[src/design/periodic_timer_queue_assert.svh]
// ----------------------------------------------------------------------------
// periodic timer queue assertion macros
// shared concurrent assertion forms, clocked on clk_i, off during reset
// ----------------------------------------------------------------------------
`ifndef PERIODIC_TIMER_QUEUE_ASSERT_SVH
`define PERIODIC_TIMER_QUEUE_ASSERT_SVH

// same-cycle implication
`define PTQ_ASSERT_IMP(lbl, ante, cons, msg) \
  lbl: assert property (@(posedge clk_i) disable iff (!rst_ni) (ante) |-> (cons)) \
    else $error(msg);

// next-cycle implication
`define PTQ_ASSERT_NXT(lbl, ante, cons, msg) \
  lbl: assert property (@(posedge clk_i) disable iff (!rst_ni) (ante) |=> (cons)) \
    else $error(msg);

`endif

[src/design/ptq_pkg.sv]
// ----------------------------------------------------------------------------
// ptq_pkg
// types and codes shared by the periodic timer queue modules
// ----------------------------------------------------------------------------
`default_nettype none

package ptq_pkg;

  localparam int IdW  = 31;
  localparam int CntW = 32;
  localparam int LcW  = 5;

  // request kinds
  localparam logic [1:0] KIND_ADD    = 2'd0;
  localparam logic [1:0] KIND_REMOVE = 2'd1;
  localparam logic [1:0] KIND_TICK   = 2'd2;

  // result events
  localparam logic [2:0] EV_ADDED    = 3'd0;
  localparam logic [2:0] EV_FULL     = 3'd1;
  localparam logic [2:0] EV_REMOVED  = 3'd2;
  localparam logic [2:0] EV_NOTFOUND = 3'd3;
  localparam logic [2:0] EV_FIRED    = 3'd4;

  typedef struct packed {
    logic [1:0]      kind;
    logic [CntW-1:0] period_ticks;
    logic            repeat_req;
    logic [IdW-1:0]  timer_id;
  } in_t;

  typedef struct packed {
    logic [2:0]     event_res;
    logic [IdW-1:0] result_id;
    logic [LcW-1:0] live_count;
    logic           last;
  } out_t;

  // one timer slot
  typedef struct packed {
    logic            valid;
    logic [IdW-1:0]  id;
    logic [CntW-1:0] remaining;
    logic [CntW-1:0] period;
    logic            rpt;
  } entry_t;

  // request as seen by the head cell
  typedef struct packed {
    logic [1:0]      kind;
    logic [CntW-1:0] period;
    logic            rpt;
    logic [IdW-1:0]  rid;
    logic [IdW-1:0]  id_new;
  } cmd_t;

  // head cell status back to control
  typedef struct packed {
    logic           found;
    logic           fire;
    logic [IdW-1:0] fire_id;
  } head_res_t;

endpackage

`default_nettype wire

[src/design/ptq_cell.sv]
// ----------------------------------------------------------------------------
// ptq_cell
// one slot of the timer ring, takes its neighbor's entry on each shift
// ----------------------------------------------------------------------------
`default_nettype none

module ptq_cell (
  input  wire                   clk_i,
  input  wire                   rst_ni,
  input  wire                   shift_i,
  input  wire ptq_pkg::entry_t  entry_i,
  output ptq_pkg::entry_t       entry_o
);

  logic                       valid_q;
  logic [ptq_pkg::IdW-1:0]    id_q;
  logic [ptq_pkg::CntW-1:0]   rem_q;
  logic [ptq_pkg::CntW-1:0]   per_q;
  logic                       rpt_q;

  always_ff @(posedge clk_i or negedge rst_ni) begin
    if (!rst_ni) begin
      valid_q <= 1'b0;
    end else if (shift_i) begin
      valid_q <= entry_i.valid;
    end
  end

  always_ff @(posedge clk_i) begin
    if (shift_i) begin
      id_q  <= entry_i.id;
      rem_q <= entry_i.remaining;
      per_q <= entry_i.period;
      rpt_q <= entry_i.rpt;
    end
  end

  assign entry_o = '{valid: valid_q, id: id_q, remaining: rem_q, period: per_q, rpt: rpt_q};

endmodule

`default_nettype wire

[src/design/ptq_head.sv]
// ----------------------------------------------------------------------------
// ptq_head
// update of the slot passing the head of the ring for add, remove and tick
// ----------------------------------------------------------------------------
`default_nettype none

module ptq_head #(
  parameter int LW = 5
) (
  input  wire ptq_pkg::entry_t  entry_i,
  input  wire ptq_pkg::cmd_t    cmd_i,
  input  wire                   found_i,
  input  wire [LW-1:0]          live_i,
  output ptq_pkg::entry_t       entry_o,
  output logic [LW-1:0]         live_o,
  output ptq_pkg::head_res_t    res_o
);

  logic [ptq_pkg::CntW-1:0] rem_dec;

  assign rem_dec = entry_i.remaining - ptq_pkg::CntW'(1);

  always_comb begin
    entry_o       = entry_i;
    live_o        = live_i;
    res_o.found   = found_i;
    res_o.fire    = 1'b0;
    res_o.fire_id = entry_i.id;
    unique case (cmd_i.kind)
      ptq_pkg::KIND_ADD: begin
        // lowest free slot takes the new timer
        if (!found_i && !entry_i.valid) begin
          entry_o     = '{valid: 1'b1, id: cmd_i.id_new, remaining: cmd_i.period,
                          period: cmd_i.period, rpt: cmd_i.rpt};
          live_o      = live_i + LW'(1);
          res_o.found = 1'b1;
        end
      end
      ptq_pkg::KIND_REMOVE: begin
        if (!found_i && entry_i.valid && entry_i.id == cmd_i.rid) begin
          entry_o.valid = 1'b0;
          live_o        = live_i - LW'(1);
          res_o.found   = 1'b1;
        end
      end
      ptq_pkg::KIND_TICK: begin
        if (entry_i.valid) begin
          entry_o.remaining = rem_dec;
          if (rem_dec == '0) begin
            res_o.fire = 1'b1;
            if (entry_i.rpt) begin
              entry_o.remaining = entry_i.period;
            end else begin
              entry_o.valid = 1'b0;
              live_o        = live_i - LW'(1);
            end
          end
        end
      end
      default: begin
      end
    endcase
  end

endmodule

`default_nettype wire

[src/design/periodic_timer_queue.sv]
// ----------------------------------------------------------------------------
// periodic_timer_queue
// table of software timers held in a rotating ring of slot cells
// ----------------------------------------------------------------------------
//   channel | signals                          | payload
//   request | in_valid_i, in_stall_o          | in_req_i  (ptq_pkg::in_t)
//   result  | out_valid_o, out_stall_i        | out_res_o (ptq_pkg::out_t)
//
// a request is taken in an idle cycle, then the ring rotates once through all NUM_SLOTS
// slots so every slot passes the head cell in ascending order, then the ST_FIN state
// issues the final result, if the request has one.
// a new request is taken only after the previous one has finished.
// a stalled result register holds the rotation whenever another result must go out.
// reset clears all slot valid bits, the id counter and the live count at once.
// ----------------------------------------------------------------------------
`default_nettype none

module periodic_timer_queue #(
  parameter int NUM_SLOTS = 16
) (
  input  wire                 clk_i,
  input  wire                 rst_ni,
  input  wire                 in_valid_i,
  output logic                in_stall_o,
  input  wire ptq_pkg::in_t   in_req_i,
  output logic                out_valid_o,
  input  wire                 out_stall_i,
  output ptq_pkg::out_t       out_res_o
);

  localparam int LW = $clog2(NUM_SLOTS + 1);
  localparam int SW = $clog2(NUM_SLOTS);

  localparam logic [1:0] ST_IDLE = 2'd0;
  localparam logic [1:0] ST_STEP = 2'd1;
  localparam logic [1:0] ST_FIN  = 2'd2;

  logic [1:0]              state_q, state_d;
  logic [SW-1:0]           step_q, step_d;
  logic                    found_q, found_d;
  logic [LW-1:0]           live_q, live_d;
  logic [ptq_pkg::IdW-1:0] idc_q, idc_d;
  ptq_pkg::cmd_t           cmd_q, cmd_d;
  logic                    pend_valid_q, pend_valid_d;
  ptq_pkg::out_t           pend_q, pend_d;
  logic                    out_valid_q, out_valid_d;
  ptq_pkg::out_t           out_q, out_d;

  ptq_pkg::entry_t         ring [NUM_SLOTS];
  ptq_pkg::entry_t         head_entry;
  logic [LW-1:0]           head_live;
  ptq_pkg::head_res_t      head_res;

  logic                    shift;
  logic                    out_free;
  logic                    step_emit;
  logic                    fin_emit;
  ptq_pkg::out_t           fin_res;
  logic [ptq_pkg::IdW-1:0] id_inc;
  logic [ptq_pkg::IdW-1:0] id_next;

  for (genvar i = 0; i < NUM_SLOTS; i++) begin : g_cell
    if (i == NUM_SLOTS - 1) begin : g_tail
      ptq_cell u_cell (
        .clk_i   (clk_i),
        .rst_ni  (rst_ni),
        .shift_i (shift),
        .entry_i (head_entry),
        .entry_o (ring[i])
      );
    end else begin : g_body
      ptq_cell u_cell (
        .clk_i   (clk_i),
        .rst_ni  (rst_ni),
        .shift_i (shift),
        .entry_i (ring[i+1]),
        .entry_o (ring[i])
      );
    end
  end

  ptq_head #(.LW(LW)) u_head (
    .entry_i (ring[0]),
    .cmd_i   (cmd_q),
    .found_i (found_q),
    .live_i  (live_q),
    .entry_o (head_entry),
    .live_o  (head_live),
    .res_o   (head_res)
  );

  // id counter skips zero on wrap
  assign id_inc  = idc_q + ptq_pkg::IdW'(1);
  assign id_next = (id_inc == '0) ? ptq_pkg::IdW'(1) : id_inc;

  assign out_free  = !out_valid_q || !out_stall_i;
  // a fire result is held back until the next fire shows it is not the last
  assign step_emit = head_res.fire && pend_valid_q;
  assign shift     = (state_q == ST_STEP) && (!step_emit || out_free);

  always_comb begin
    fin_emit = 1'b0;
    fin_res  = '{event_res: ptq_pkg::EV_NOTFOUND, result_id: '0,
                 live_count: ptq_pkg::LcW'(live_q), last: 1'b1};
    unique case (cmd_q.kind)
      ptq_pkg::KIND_ADD: begin
        fin_emit = 1'b1;
        if (found_q) begin
          fin_res.event_res = ptq_pkg::EV_ADDED;
          fin_res.result_id = cmd_q.id_new;
        end else begin
          fin_res.event_res = ptq_pkg::EV_FULL;
        end
      end
      ptq_pkg::KIND_REMOVE: begin
        fin_emit = 1'b1;
        if (found_q) begin
          fin_res.event_res = ptq_pkg::EV_REMOVED;
          fin_res.result_id = cmd_q.rid;
        end
      end
      ptq_pkg::KIND_TICK: begin
        fin_emit     = pend_valid_q;
        fin_res      = pend_q;
        fin_res.last = 1'b1;
      end
      default: begin
      end
    endcase
  end

  always_comb begin
    state_d      = state_q;
    step_d       = step_q;
    found_d      = found_q;
    live_d       = live_q;
    idc_d        = idc_q;
    cmd_d        = cmd_q;
    pend_valid_d = pend_valid_q;
    pend_d       = pend_q;
    out_valid_d  = out_valid_q && out_stall_i;
    out_d        = out_q;
    unique case (state_q)
      ST_IDLE: begin
        if (in_valid_i) begin
          cmd_d.kind   = in_req_i.kind;
          cmd_d.period = (in_req_i.period_ticks == '0) ? ptq_pkg::CntW'(1)
                                                        : in_req_i.period_ticks;
          cmd_d.rpt    = in_req_i.repeat_req;
          cmd_d.rid    = in_req_i.timer_id;
          cmd_d.id_new = id_next;
          found_d      = 1'b0;
          step_d       = '0;
          state_d      = ST_STEP;
        end
      end
      ST_STEP: begin
        if (shift) begin
          found_d = head_res.found;
          live_d  = head_live;
          if (head_res.fire) begin
            pend_valid_d = 1'b1;
            pend_d       = '{event_res: ptq_pkg::EV_FIRED, result_id: head_res.fire_id,
                             live_count: ptq_pkg::LcW'(head_live), last: 1'b0};
          end
          if (step_emit) begin
            out_valid_d = 1'b1;
            out_d       = pend_q;
          end
          step_d = step_q + SW'(1);
          if (step_q == SW'(NUM_SLOTS - 1)) begin
            state_d = ST_FIN;
          end
        end
      end
      ST_FIN: begin
        if (!fin_emit || out_free) begin
          if (fin_emit) begin
            out_valid_d = 1'b1;
            out_d       = fin_res;
          end
          if (cmd_q.kind == ptq_pkg::KIND_ADD && found_q) begin
            idc_d = cmd_q.id_new;
          end
          pend_valid_d = 1'b0;
          state_d      = ST_IDLE;
        end
      end
      default: begin
        state_d = ST_IDLE;
      end
    endcase
  end

  always_ff @(posedge clk_i or negedge rst_ni) begin
    if (!rst_ni) begin
      state_q      <= ST_IDLE;
      step_q       <= '0;
      found_q      <= 1'b0;
      live_q       <= '0;
      idc_q        <= '0;
      pend_valid_q <= 1'b0;
      out_valid_q  <= 1'b0;
    end else begin
      state_q      <= state_d;
      step_q       <= step_d;
      found_q      <= found_d;
      live_q       <= live_d;
      idc_q        <= idc_d;
      pend_valid_q <= pend_valid_d;
      out_valid_q  <= out_valid_d;
    end
  end

  always_ff @(posedge clk_i) begin
    cmd_q  <= cmd_d;
    pend_q <= pend_d;
    out_q  <= out_d;
  end

  assign in_stall_o  = (state_q != ST_IDLE);
  assign out_valid_o = out_valid_q;
  assign out_res_o   = out_q;

`include "periodic_timer_queue_assert.svh"

  `PTQ_ASSERT_IMP(a_live_bound, 1'b1, live_q <= LW'(NUM_SLOTS), "live count above slot count")
  `PTQ_ASSERT_IMP(a_pend_idle, state_q == ST_IDLE, !pend_valid_q, "pending fire left after pass")
  `PTQ_ASSERT_IMP(a_pend_tick, pend_valid_q, cmd_q.kind == ptq_pkg::KIND_TICK, "pending fire on non-tick request")
  `PTQ_ASSERT_NXT(a_step_hold, state_q == ST_STEP && !shift, $stable(step_q) && state_q == ST_STEP, "ring moved while stalled")

endmodule

`default_nettype wire

[config.mk]
export PLATFORM = sky130hd
export DESIGN_NAME = periodic_timer_queue
export DESIGN_NICKNAME = d
export VERILOG_FILES = /design/src/design/ptq_pkg.sv /design/src/design/ptq_cell.sv /design/src/design/ptq_head.sv /design/src/design/periodic_timer_queue.sv
export VERILOG_INCLUDE_DIRS = /design/src /design/src/design
export SDC_FILE = /design/constraint.sdc
export NUM_CORES = 1
export LEC_CHECK = 0
export BUFFER_PORTS_ARGS = -buffer_cell sky130_fd_sc_hd__buf_4
export CORE_UTILIZATION = 34
export DETAILED_ROUTE_END_ITERATION = 8
export GPL_TIMING_DRIVEN = 1
export PLACE_DENSITY_LB_ADDON = 0.1
export SLEW_MARGIN = 20
export SYNTH_ARGS = -nofsm -noshare
export SYNTH_HDL_FRONTEND = slang
export SYNTH_HIERARCHICAL = 1
export SYNTH_SLANG_ARGS = --single-unit
[constraint.sdc]
create_clock -name clk_i -period 45 [get_ports clk_i]
set_clock_uncertainty 0.1 [all_clocks]
set_input_delay 2.25 -clock clk_i [delete_from_list [all_inputs] [get_ports clk_i]]
set_output_delay 2.25 -clock clk_i [all_outputs]
set_load 0.03 [all_outputs]
; ---- Word-level counts from Yosys, hierarchy flattened
; Index checks and enable logic that the tools add are counted.
; Widths: inputs -> output; s select.
[classes]
addsub = 5
eq_ne = 16
mux = 55
reduce_logical = 34
[op_table]
columns = op, count
row1 = $mux 40, 4
row2 = $mux 32, 4
row3 = $pmux 34 s3, 1
row4 = $mux 97, 1
row5 = $pmux 40 s2, 1
row6 = $logic_not 32->1, 2
row7 = $pmux 32 s2, 1
row8 = $mux 31, 2
row9 = $mux 33, 1
row10 = $sub 32x1->32 const B, 1
row11 = $add 31x1->31 const B, 1
row12 = $eq 31x31->1, 1
row13 = $logic_not 31->1, 1
row14 = $mux 5, 5
row15 = $mux 1, 19
row16 = $pmux 5 s3, 1
row17 = $ne 2x2->1 const B, 5
row18 = $pmux 1 s2, 5
row19 = $reduce_and 3->1, 3
row20 = $mux 2, 4
row21 = $mux 4, 2
row22 = $pmux 4 s2, 1
row23 = $reduce_and 4->1, 2
row24 = $logic_and 1x1->1, 7
row25 = other kinds (20), 35
[word_totals]
ff_bits = 1770
in_bits = 70
out_inout_bits = 42
word_cells = 208

; ---- Depth between registers and ports, before layout
; Gate-level depths: netlist of the first run.
[depth]
ltp_word = 11
mapped_depth = 14

; ---- Cells and area by module
; The synthesis of the first run kept the hierarchy.
[by_module_without_submodules]
columns = mod, n_inst, cells_each, area_per_inst_um2, seq_area_each_um2
row1 = ptq_cell, 16, 100, 2937.8, 2907.8
row2 = periodic_timer_queue, 1, 691, 9359.0, 6321.1
row3 = ptq_head, 1, 640, 3519.6, 0.0

; ---- Worst setup path after synthesis of the first run
; OpenSTA, ideal clock, no wires.
[synth_timing]
path_type = register -> register
start = register g_cell[0].g_body.u_cell/rem_q[16] in the netlist's numbering
end = register g_cell[0].g_body.u_cell.valid_q
setup_ns = 0.190
arrival_ns = 36.359
required_ns = 44.710
path_slack_ns = 8.351
path_stages_with_launch = 14
cell_sequence = edfxtp_1 > buf_6 > or4_4 > or4_1 > buf_2 > or4b_2 > nand4_2 > nor4b_1 > and3_1 > nand3_1 > clkbuf_1 > nand2_1 > inv_1 > mux2_4
[synth_lines]
columns = item, line
row1 = "start, declared", ptq_cell.sv:17  ; logic [ptq_pkg::CntW-1:0] rem_q;
row2 = "start signal, assigned", ptq_cell.sv:32  ; rem_q <= entry_i.remaining;
row3 = "end signal, assigned", ptq_cell.sv:25  ; valid_q <= entry_i.valid;
row4 = "end, declared", ptq_cell.sv:15  ; logic valid_q;

==> results of run 1 <==
==> synth_stat cells (8+ instances only) <==
master / instances / area, um2
xnor2_1: 50 / 438
dfrtp_1: 61 / 1530
or4_1: 8 / 60.1
or3_1: 8 / 50.1
nor4_1: 35 / 219
a21oi_1: 96 / 480
mux2_2: 47 / 529
and3_1: 9 / 56.3
a31oi_1: 9 / 56.3
buf_2: 13 / 65.1
nand3_1: 34 / 170
o211ai_1: 23 / 173
o31ai_1: 9 / 67.6
buf_4: 64 / 480
o21ai_0: 66 / 330
mux2_4: 16 / 240
edfxtp_1: 1709 / 51300
a22o_1: 33 / 289
clkbuf_1: 95 / 357
or2_2: 10 / 62.6
xor2_1: 15 / 131
ha_1: 10 / 125
nand4_1: 34 / 213
inv_1: 23 / 86.3
nor3_1: 24 / 120
nand2_1: 256 / 961
nor2_1: 53 / 199
==> worst paths after layout <==
path                                                        startpoint                                           to  slack (ns)  cells after the start
max                         g_cell[0].g_body.u_cell/rem_q[1]$_DFFE_PP_  g_cell[7].g_body.u_cell/rem_q[20]$_DFFE_PP_       36.93                     14
min                        g_cell[5].g_body.u_cell/rem_q[23]$_DFFE_PP_  g_cell[4].g_body.u_cell/rem_q[23]$_DFFE_PP_        0.29                      0
max reg2reg                 g_cell[0].g_body.u_cell/rem_q[1]$_DFFE_PP_  g_cell[7].g_body.u_cell/rem_q[20]$_DFFE_PP_       36.93                     14
min reg2reg                g_cell[5].g_body.u_cell/rem_q[23]$_DFFE_PP_  g_cell[4].g_body.u_cell/rem_q[23]$_DFFE_PP_        0.29                      0
max in group asynchronous                                       rst_ni                        idc_q[24]$_DFFE_PN0P_       42.75                      1
min in group asynchronous                                       rst_ni  g_cell[7].g_body.u_cell/valid_q$_DFFE_PN0P_        1.46                      1
==> through the flow <==
stage / total power, uW / worst slack, ns
after CTS: 5270 / 36.78
after floorplan: 4390 / 8.35
final: 5180 / 36.93
after detailed placement: 3780 / 36.81
after global routing: 5450 / 36.36
after global placement: 3760 / 37.19
==> cell type report <==
cell class	count	area [um2]
fillers	15600	106000
diodes	1	2.50
inverters	24	97.6
flip-flops and latches	1770	52800
repair buffers	146	1140
clock buffers	232	4840
well taps	2325	2910
clock inverters	102	943
multi-input cells	964	6090
==> power by group through the flow <==
| stage | Sequential, uW | Clock, uW | Combinational, uW |
|---|---|---|---|
| global placement | 3080 | 0 | 674 |
| detailed placement | 3080 | 0 | 692 |
| floorplan | 3900 | 0 | 487 |
| CTS | 3080 | 1500 | 693 |
| finish | 3060 | 1450 | 675 |
| global route | 3130 | 1570 | 747 |
==> per-layer routing <==
| layer | up-vias | GRT usage |
|---|---|---|
| li1 | 11700 | - |
| met1 | 13400 | 0.175 |
| met2 | 620 | 0.209 |
| met3 | 207 | 0.0280 |
| met4 | 0 | 0.0457 |
| met5 | - | 0 |
==> kinds of logic (layout without fill, tap and decap cells) <==
family	Yosys count	after routing
buf+inv	197	504
flops	1770	1770
compound gates	300	300
xor+xnor	65	65
other cells	0	1
fa+ha+maj	10	10
simple gates	523	523
mux	66	66
==> cells in the final DEF (no fill, tap or decap), types with 8 or more instances in the layout <==
master / count
a31oi_1: 9
nor2_1: 53
xnor2_1: 50
clkbuf_1: 44
mux2_2: 47
bufinv_16: 9
nand2_1: 256
xor2_1: 15
clkinv_1: 41
nor4_1: 34
and3_1: 8
edfxtp_1: 1709
or2_2: 10
buf_4: 140
dfrtp_1: 61
clkinv_2: 32
or4_1: 8
o21ai_0: 66
nand4_1: 34
mux2_4: 16
nor3_1: 21
o31ai_1: 9
nand3_1: 34
a22o_1: 33
o211ai_1: 23
ha_1: 9
inv_1: 22
a21oi_1: 96
clkbuf_16: 185
==> critical path, cell delays in order, from the launching register on <==
cell      delay, ns
edfxtp_1       0.48
inv_1          0.15
ha_1           0.26
nor3b_1        0.73
nand4_1        0.40
or3_1          0.49
xnor2_1        0.37
nor4b_1        0.22
and3_1         0.33
nand3_1        0.36
nand2_1        0.33
inv_8          0.68
buf_4          0.90
buf_4          0.83
buf_4          0.82
==> sequential cells by signal (all words and copies together), names as in the netlist <==
signal and count:
out_res_o 40, idc_q 31, g_cell.g_body.u_cell/rpt_q 15, g_cell.g_tail.u_cell/rem_q 32, out_valid_o 1, pend_q 36
live_q 5, g_cell.g_body.u_cell/valid_q 15, g_cell.g_body.u_cell/per_q 480, g_cell.g_tail.u_cell/rpt_q 1, found_q 1, g_cell.g_tail.u_cell/per_q 32
g_cell.g_tail.u_cell/valid_q 1, cmd_q 97, g_cell.g_body.u_cell/id_q 465, g_cell.g_tail.u_cell/id_q 31, pend_valid_q 1, state_q 2
g_cell.g_body.u_cell/rem_q 480, step_q 4
==> flow_summary.toml, run 1 <==
[timing]
holdWs_ns = 0.289
setup_viol = 0
final_max_slew_viol_count = 0
fmax_mhz = 124
tns_ns = 0
post-route-period-util = 0.179
grt_setup_unrepaired = "no"
hold_viol = 0
slew_headroom = 0.273
min_period_ns = 8.07
worst_slew_pin_slew_ns = 1.08

[routing]
wl_met2_mm = 56.2
drtPass1Iterations = 5
viasPerCell = 4.65
drt-total-wl_mm = 116
wl_met1_mm = 51.4
drc = 0
vias = 25900
top_layer = "met4"
drt.antenna.violating_nets = 0
dr_wl_met3_mm = 4.99
drt_first_iter_violations = 2323
routedWlPerCell_um = 20.8

[yosys]
ys_seq_elements = 1770
synth-compound-area-share = 0.0326
netlist_area_mm2 = 0.0599
synth-simple-area-share = 0.0432
postSynth.topFlopCell = "edfxtp_1"
syn_inst = 2931
async_reset_ff_frac = 0.0345
synth_fa_ha_area_frac = 0.00209
yosys_warnings = 6
avgSynthCellArea_um2 = 20.4
yosys.cell_types.count = 82
yosysSeqAreaShare = 0.882
muxShareOfSynthArea = 0.0134
syn_nets = 3011
synth_edf_count = 1709
synth_top_family_by_area = "simple AND/OR/NAND/NOR gates"
synth_xor_area_frac = 0.00951

[clock_tree]
postCtsSetupRepairBufs = 0
clock_path_buffers = 3
clk_pin_slew_worst_paths_ns = 0.06
hold_buffers = 0
cts_made_buffers = 183
cts_resized = 0
clk_latency_ns = 0.82
cts.sinks = 1770
cts_max_level = 4
cts_root_buffer = "clkbuf_16"
cts_tree = "yes"

[floorplan]
rows = 153
core_area_mm2 = 0.174
ioPinCount = 112
start_util = 0.343
die-area_mm2 = 0.178
die_y_um = 422
die_width_um = 422

[cells_and_area]
utilization = 0.395
synthToLayoutAreaGrowth_pct = 15.0
fin_cells = 5564
fin_nets = 3169
drive_gt1_frac = 0.155
fin_area_mm2 = 0.0689

[setup_path]
start_kind = "flip-flop"
endpoint_kind = "flip-flop"
required_ns = 45.31
crit_arrival_ns = 8.38
critPathKind = "reg2reg"
critPathMaxFanout = 116

[global_routing]
grt_pass1_wl_mm = 174
grt_pass1_vias = 26300
overflow = 0
grt_max_degree = 207
track_usage = 0.130
antenna_found_initial = 4

[pwr]
seqPwrFrac = 0.591
p_clk_frac = 0.279
powerDensity_mw_per_mm2 = 75.2
irDropWorstVdd_mv = 0.0592
p_sw_frac = 0.275
internal_power_uw = 3760
power_frac_comb = 0.130
p_switching_uw = 1420
total_leakage_power_uw = 0.0229

[placed_design]
dpl.cell_count = 5227
placed_cell_area_mm2 = 0.0630
gp_congestion = 0.860
io_buffers = 111
dpl.hpwl_mm = 67.9

[flow_run]
drv_cap = 0

[hold_path]
hold_path.class = "reg2reg"

[outcome]
outcome = "finished clean"
No activity file was read; power rests on OpenSTA's default activity.
==> run 2, diff against run 1 <==
==> constraint.sdc (replaced) <==
create_clock -name clk_i -period 8.3 [get_ports clk_i]
set_clock_uncertainty 0.1 [all_clocks]
set_input_delay 0.415 -clock clk_i [delete_from_list [all_inputs] [get_ports clk_i]]
set_output_delay 0.415 -clock clk_i [all_outputs]
set_load 0.03 [all_outputs]
==> run 2 against run 1 <==
Sequential power rose to 5.4 times the previous value. Critical path type unchanged. Clock power rose to 5.4 times the previous value. Global-route usage rose by 0.21 points. Worst hold slack got worse by 0.046 ns. Core utilization rose by 0.51 points.
==> flow_summary.toml, run 2 (synthesis gave the netlist of run 1 again) <==
[hold_path]
hold_path_depth = 2
hold_path.class = "in2reg"
hold-path-endpoint = "cmd_q[55]$_DFFE_PP_"
hold_path.startpoint = "in_req_i[24]"

[setup_path]
critPathSlowestCell = "clkinvlp_4"
endpoint_kind = "flip-flop"
crit_arrival_ns = 6.44
required_ns = 8.65
cp_top_family = "simple AND/OR/NAND/NOR gates"
cp_cell_sequence = "nor3_1 -> nand4_1 -> o41ai_4 -> nand4_2 -> nor4b_4 -> and3_4 -> nand3_2 -> nand2_4 -> clkinvlp_4 -> buf_12 -> buf_4"
r2r_start = "g_cell[0].g_body.u_cell/rem_q[4]$_DFFE_PP_"
critPathKind = "reg2reg"
reg2regPathDepth = 11
reg2reg_to = "g_cell[4].g_body.u_cell/id_q[28]$_DFFE_PP_"
path_buf_inv = 3
critPathMaxFanout = 55
regToRegSetupSlack_ns = 2.22
max_stage_delay_ns = 0.77
start_kind = "flip-flop"

[cells_and_area]
layout_common_cells = "edfxtp_1, nand2_1, clkbuf_16"
nFillCells = 15500
seq_area_mm2 = 0.0528
mostFrequentLayoutCell = "edfxtp_1"
fin_nets = 3244
drive_gt1_frac = 0.156
diodes = 0
multi_input_area_mm2 = 0.00613
top_regs = "g_cell.g_body.u_cell/per_q x480, g_cell.g_body.u_cell/rem_q x480, g_cell.g_body.u_cell/id_q x465"
synthToLayoutAreaGrowth_pct = 16.5
fin_area_mm2 = 0.0697

[floorplan]
ioPinCount = 112
die_width_um = 422
core_area_mm2 = 0.174
start_util = 0.343
die_y_um = 422
die-area_mm2 = 0.178
rows = 153

[outcome]
outcome = "finished clean"

[clock_tree]
clock_path_buffers = 3
cts.sinks = 1770
cts_resized = 0
clk_pin_slew_worst_paths_ns = 0.06
cts_root_buffer = "clkbuf_16"
cts_made_buffers = 183
clk_latency_ns = 0.80
cts_tree = "yes"
cts_max_level = 4

[global_routing]
overflow = 0
antenna_found_initial = 5
track_usage = 0.132
grt_pass1_wl_mm = 177
grt_max_degree = 181
grt_pass1_vias = 26800

[timing]
fmax_mhz = 164
hold_viol = 0
post-route-period-util = 0.733
grt_setup_unrepaired = "no"
min_period_ns = 6.08
slew_headroom = 0.267
setup_viol = 0
worst_slew_pin_slew_ns = 1.10
final_max_slew_viol_count = 0
tns_ns = 0

[routing]
drtPass1Iterations = 6
drt.antenna.violating_nets = 0
drc = 0
vias = 26100
routedWlPerCell_um = 20.9
drt-total-wl_mm = 118
drt_first_iter_violations = 2584
viasPerCell = 4.64

[placed_design]
gp_congestion = 0.861
io_buffers = 111
dpl.hpwl_mm = 69.6
placed_cell_area_mm2 = 0.0632

[flow_run]
drv_cap = 0

[pwr]
irDropWorstVdd_mv = 0.369
powerDensity_mw_per_mm2 = 405
total_leakage_power_uw = 0.0232
finalPower_uw = 28300
## run 2: cell type report
class / count / share of cell area
timing repair buffer: 221 / 0.0283
clock buffer: 229 / 0.0698
sequential: 1770 / 0.758
multi-input combinational: 964 / 0.0878
tap: 2325 / 0.0417
inverter: 24 / 0.00135
clock inverter: 103 / 0.0134
## run 2: per-stage QoR
| step | hold WS, ns | util | cells | setup WS [ns] |
|---|---|---|---|---|
| after floorplan | 0.0194 | - | 2931 | -18.71 |
| after global placement | 0.300 | 0.363 | 5234 | 2.47 |
| after detailed placement | 0.305 | 0.363 | 5234 | 2.28 |
| after CTS | 0.140 | 0.400 | 5635 | 2.30 |
| after global routing | 0.182 | 0.400 | 5636 | 1.84 |
| final | 0.243 | 0.400 | 5636 | 2.22 |
## run 2: metal layers
| metal | vias up | share of wire | global-route usage | wire [um] |
|---|---|---|---|---|
| met5 | - | 0 | 0 | 0 |
| met4 | 0 | 0.034 | 0.0513 | 4020 |
| met3 | 241 | 0.039 | 0.0275 | 4580 |
| met2 | 588 | 0.49 | 0.215 | 57300 |
| met1 | 13500 | 0.44 | 0.174 | 51700 |
| li1 | 11800 | - | - | - |
## run 2: worst max path at each step
stage	from	to	slack, ns	depth (start not counted)
final	g_cell[0].g_body.u_cell/rem_q[4]$_DFFE_PP_	g_cell[4].g_body.u_cell/id_q[28]$_DFFE_PP_	2.22	11
after global routing	g_cell[0].g_body.u_cell/rem_q[4]$_DFFE_PP_	g_cell[6].g_body.u_cell/id_q[28]$_DFFE_PP_	1.84	11
after CTS	g_cell[0].g_body.u_cell/rem_q[4]$_DFFE_PP_	g_cell[6].g_body.u_cell/id_q[27]$_DFFE_PP_	2.30	11
after detailed placement	g_cell[0].g_body.u_cell/rem_q[4]$_DFFE_PP_	g_cell[6].g_body.u_cell/id_q[28]$_DFFE_PP_	2.28	11
after global placement	g_cell[0].g_body.u_cell/rem_q[4]$_DFFE_PP_	g_cell[5].g_body.u_cell/id_q[28]$_DFFE_PP_	2.47	11
after floorplan	g_cell[0].g_body.u_cell/rem_q[16]$_DFFE_PP_	g_cell[0].g_body.u_cell/id_q[0]$_DFFE_PP_	-18.71	12
## run 2: worst reg2reg max path: cells and delay by family (launching register included)
kind            cells  cell delay, ns
flops               1            0.48
buf+inv             3            1.70
simple gates        7            2.90
compound gates      1            0.54
## run 2: power by group
part           leakage [uW]  internal, uW  switching (uW)
combinational       0.00346           948            2840
clock               0.00283          4530            3360
sequential           0.0169         15100            1540
total                0.0232         20500            7730
## run 2: timing repair
action                     4_1_cts  5_1_grt
hold endpoints to repair       132        0
buffers inserted                 0        0
hold buffers                    69        0
setup endpoints to repair        0        0
==> run 3, diff against run 2 <==
==> constraint.sdc (replaced) <==
create_clock -name clk_i -period 5.85 [get_ports clk_i]
set_clock_uncertainty 0.1 [all_clocks]
set_input_delay 0.2925 -clock clk_i [delete_from_list [all_inputs] [get_ports clk_i]]
set_output_delay 0.2925 -clock clk_i [all_outputs]
set_load 0.03 [all_outputs]
==> run 3 against run 2 <==
Register-to-register slack got worse by 1.6 ns. Routed wire length rose by 0.43%. Combinational power rose by 47%. Maximum frequency rose by 16%. Final cell count rose by 0.30%. Flip-flop and latch count did not move. Die area did not move. Sequential share of layout area fell by 0.22 points. Largest power group unchanged. Highest routed layer unchanged.
==> flow_summary.toml, run 3 (synthesis gave the netlist of run 1 again) <==
[setup_path]
crit_arrival_ns = 5.64
start_kind = "flip-flop"
max_stage_delay_ns = 0.63
cp_cell_sequence = "nor4_4 -> nand4_1 -> o31a_1 -> nor4_1 -> nor4b_4 -> and3_4 -> nand3_2 -> nand2_4 -> clkinvlp_4 -> buf_12 -> buf_12 -> buf_4"
cp_common_cell = "buf_12"
endpoint_kind = "flip-flop"
critPathMaxFanout = 44
critPathSlowestCell = "nand4_1"
critPathKind = "reg2reg"
required_ns = 6.25

[global_routing]
track_usage = 0.133
grt_pass1_vias = 27000
overflow = 0
grt_max_degree = 107
antenna_found_initial = 5
grt_pass1_wl_mm = 177

[clock_tree]
cts_made_buffers = 181
cts.sinks = 1770
hold_buffers = 69
postCtsSetupRepairBufs = 0
cts_max_level = 4
clk_pin_slew_worst_paths_ns = 0.06
clk_latency_ns = 0.79
cts_resized = 0
clock_path_buffers = 3
cts_root_buffer = "clkbuf_16"
cts_tree = "yes"

[timing]
post-route-period-util = 0.896
min_period_ns = 5.24
fmax_mhz = 191
grt_setup_unrepaired = "no"
hold_viol = 0
tns_ns = 0
worst_slew_pin_slew_ns = 1.02
final_max_slew_viol_count = 0
slew_headroom = 0.321
setup_viol = 0

[routing]
drc = 0
drt.antenna.violating_nets = 0
drtPass1Iterations = 6
routedWlPerCell_um = 20.9
drt_first_iter_violations = 2204
drt-total-wl_mm = 118
viasPerCell = 4.64
vias = 26200

[pwr]
powerDensity_mw_per_mm2 = 574
internal_power_uw = 29200
total_leakage_power_uw = 0.0233
p_switching_uw = 11000
p_clk_frac = 0.276
p_sw_frac = 0.273
irDropWorstVdd_mv = 0.264
seqPwrFrac = 0.585
finalPower_uw = 40200
power_frac_comb = 0.139

[cells_and_area]
seq_area_mm2 = 0.0528
utilization = 0.401
drive_gt1_frac = 0.160
mostFrequentLayoutCell = "edfxtp_1"
synthToLayoutAreaGrowth_pct = 16.8
multi_input_area_mm2 = 0.00613
layout_common_cells = "edfxtp_1, nand2_1, clkbuf_16"
fin_nets = 3260
top_regs = "g_cell.g_body.u_cell/per_q x480, g_cell.g_body.u_cell/rem_q x480, g_cell.g_body.u_cell/id_q x465"
nFillCells = 15400

[floorplan]
die_width_um = 422
core_area_mm2 = 0.174
ioPinCount = 112
die_y_um = 422
start_util = 0.343
rows = 153
die-area_mm2 = 0.178

[outcome]
outcome = "finished clean"

[placed_design]
io_buffers = 111
dpl.hpwl_mm = 71.2
gp_congestion = 0.837

[flow_run]
drv_cap = 0

[hold_path]
hold_path.class = "in2reg"
==> run 3: cell types whose count changed in the layout (fill, tap and decap cells not counted), moves of 2 or more <==
cell / change
clkinv_4: -3
inv_6: +6
clkinv_2: -2
clkbuf_1: -9
inv_16: -2
buf_4: +7
clkinv_8: -4
clkinv_1: +9
diode_2: +3
buf_12: +12
clkinvlp_4: +4
clkbuf_8: -3
==> run 3: worst max-delay path: cells and delay by family (launching register included) <==
family	cells	cell delay (ns)
DFF	1	0.55
buffers and inverters	4	1.03
AOI/OAI and AO/OA	1	0.50
and+or+nand+nor	7	2.72
==> run 3: per-layer routing <==
layer	vias up	GRT usage	wire length [um]
met5	-	0	0
met4	0	0.0589	4710
met3	243	0.0281	5070
met2	608	0.212	56800
met1	13500	0.176	51600
li1	11900	-	-
==> run 3: path summary, 6_finish.rpt <==
path                                                              end  slack (ns)                                       start  cells after the start
setup / recovery           g_cell[7].g_body.u_cell/id_q[16]$_DFFE_PP_        0.61  g_cell[0].g_body.u_cell/rem_q[3]$_DFFE_PP_                     12
hold / removal                                    cmd_q[35]$_DFFE_PP_        0.13                                 in_req_i[4]                      2
setup reg to reg           g_cell[7].g_body.u_cell/id_q[16]$_DFFE_PP_        0.61  g_cell[0].g_body.u_cell/rem_q[3]$_DFFE_PP_                     12
hold reg to reg            g_cell[7].g_body.u_cell/per_q[9]$_DFFE_PP_        0.30  g_cell[8].g_body.u_cell/per_q[9]$_DFFE_PP_                      0
max in group asynchronous                      state_q[1]$_DFFE_PN0P_        4.85                                      rst_ni                      2
min in group asynchronous                       idc_q[15]$_DFFE_PN0P_        0.18                                      rst_ni                      2
==> run 3: area by class of cell <==
| cell class | count | area share |
|---|---|---|
| Clock inverter | 112 | 0.0134 |
| Sequential cell | 1770 | 0.756 |
| Antenna cell | 3 | 0.000107 |
| Timing Repair Buffer | 239 | 0.0322 |
| Tap cell | 2325 | 0.0416 |
| Multi-Input combinational cell | 964 | 0.0877 |
| Inverter | 24 | 0.00134 |
| Clock buffer | 216 | 0.0682 |
==> run 3: metrics by stage <==
step | hold WS (ns) | setup slack (ns) | area (um2) | instances
after global routing | 0.0609 | 0.292 | 69900 | 5650
after detailed placement | 0.305 | 0.682 | 63500 | 5253
after CTS | 0.0457 | 0.653 | 69900 | 5650
after floorplan | -0.103 | -21.16 | 59900 | 2931
final | 0.131 | 0.608 | 69900 | 5653
after global placement | 0.301 | 0.769 | 63500 | 5253
==> run 3: power by group through the flow <==
| stage | logic [uW] | clock network (uW) | registers [uW] |
|---|---|---|---|
| 2_1_floorplan | 2040 | 0 | 18600 |
| 3_3_place_gp | 5530 | 0 | 23700 |
| 3_5_place_dp | 5700 | 0 | 23700 |
| 4_1_cts | 5740 | 11500 | 23700 |
| 5_1_grt | 6140 | 12000 | 24100 |
| 6_report | 5570 | 11100 | 23500 |
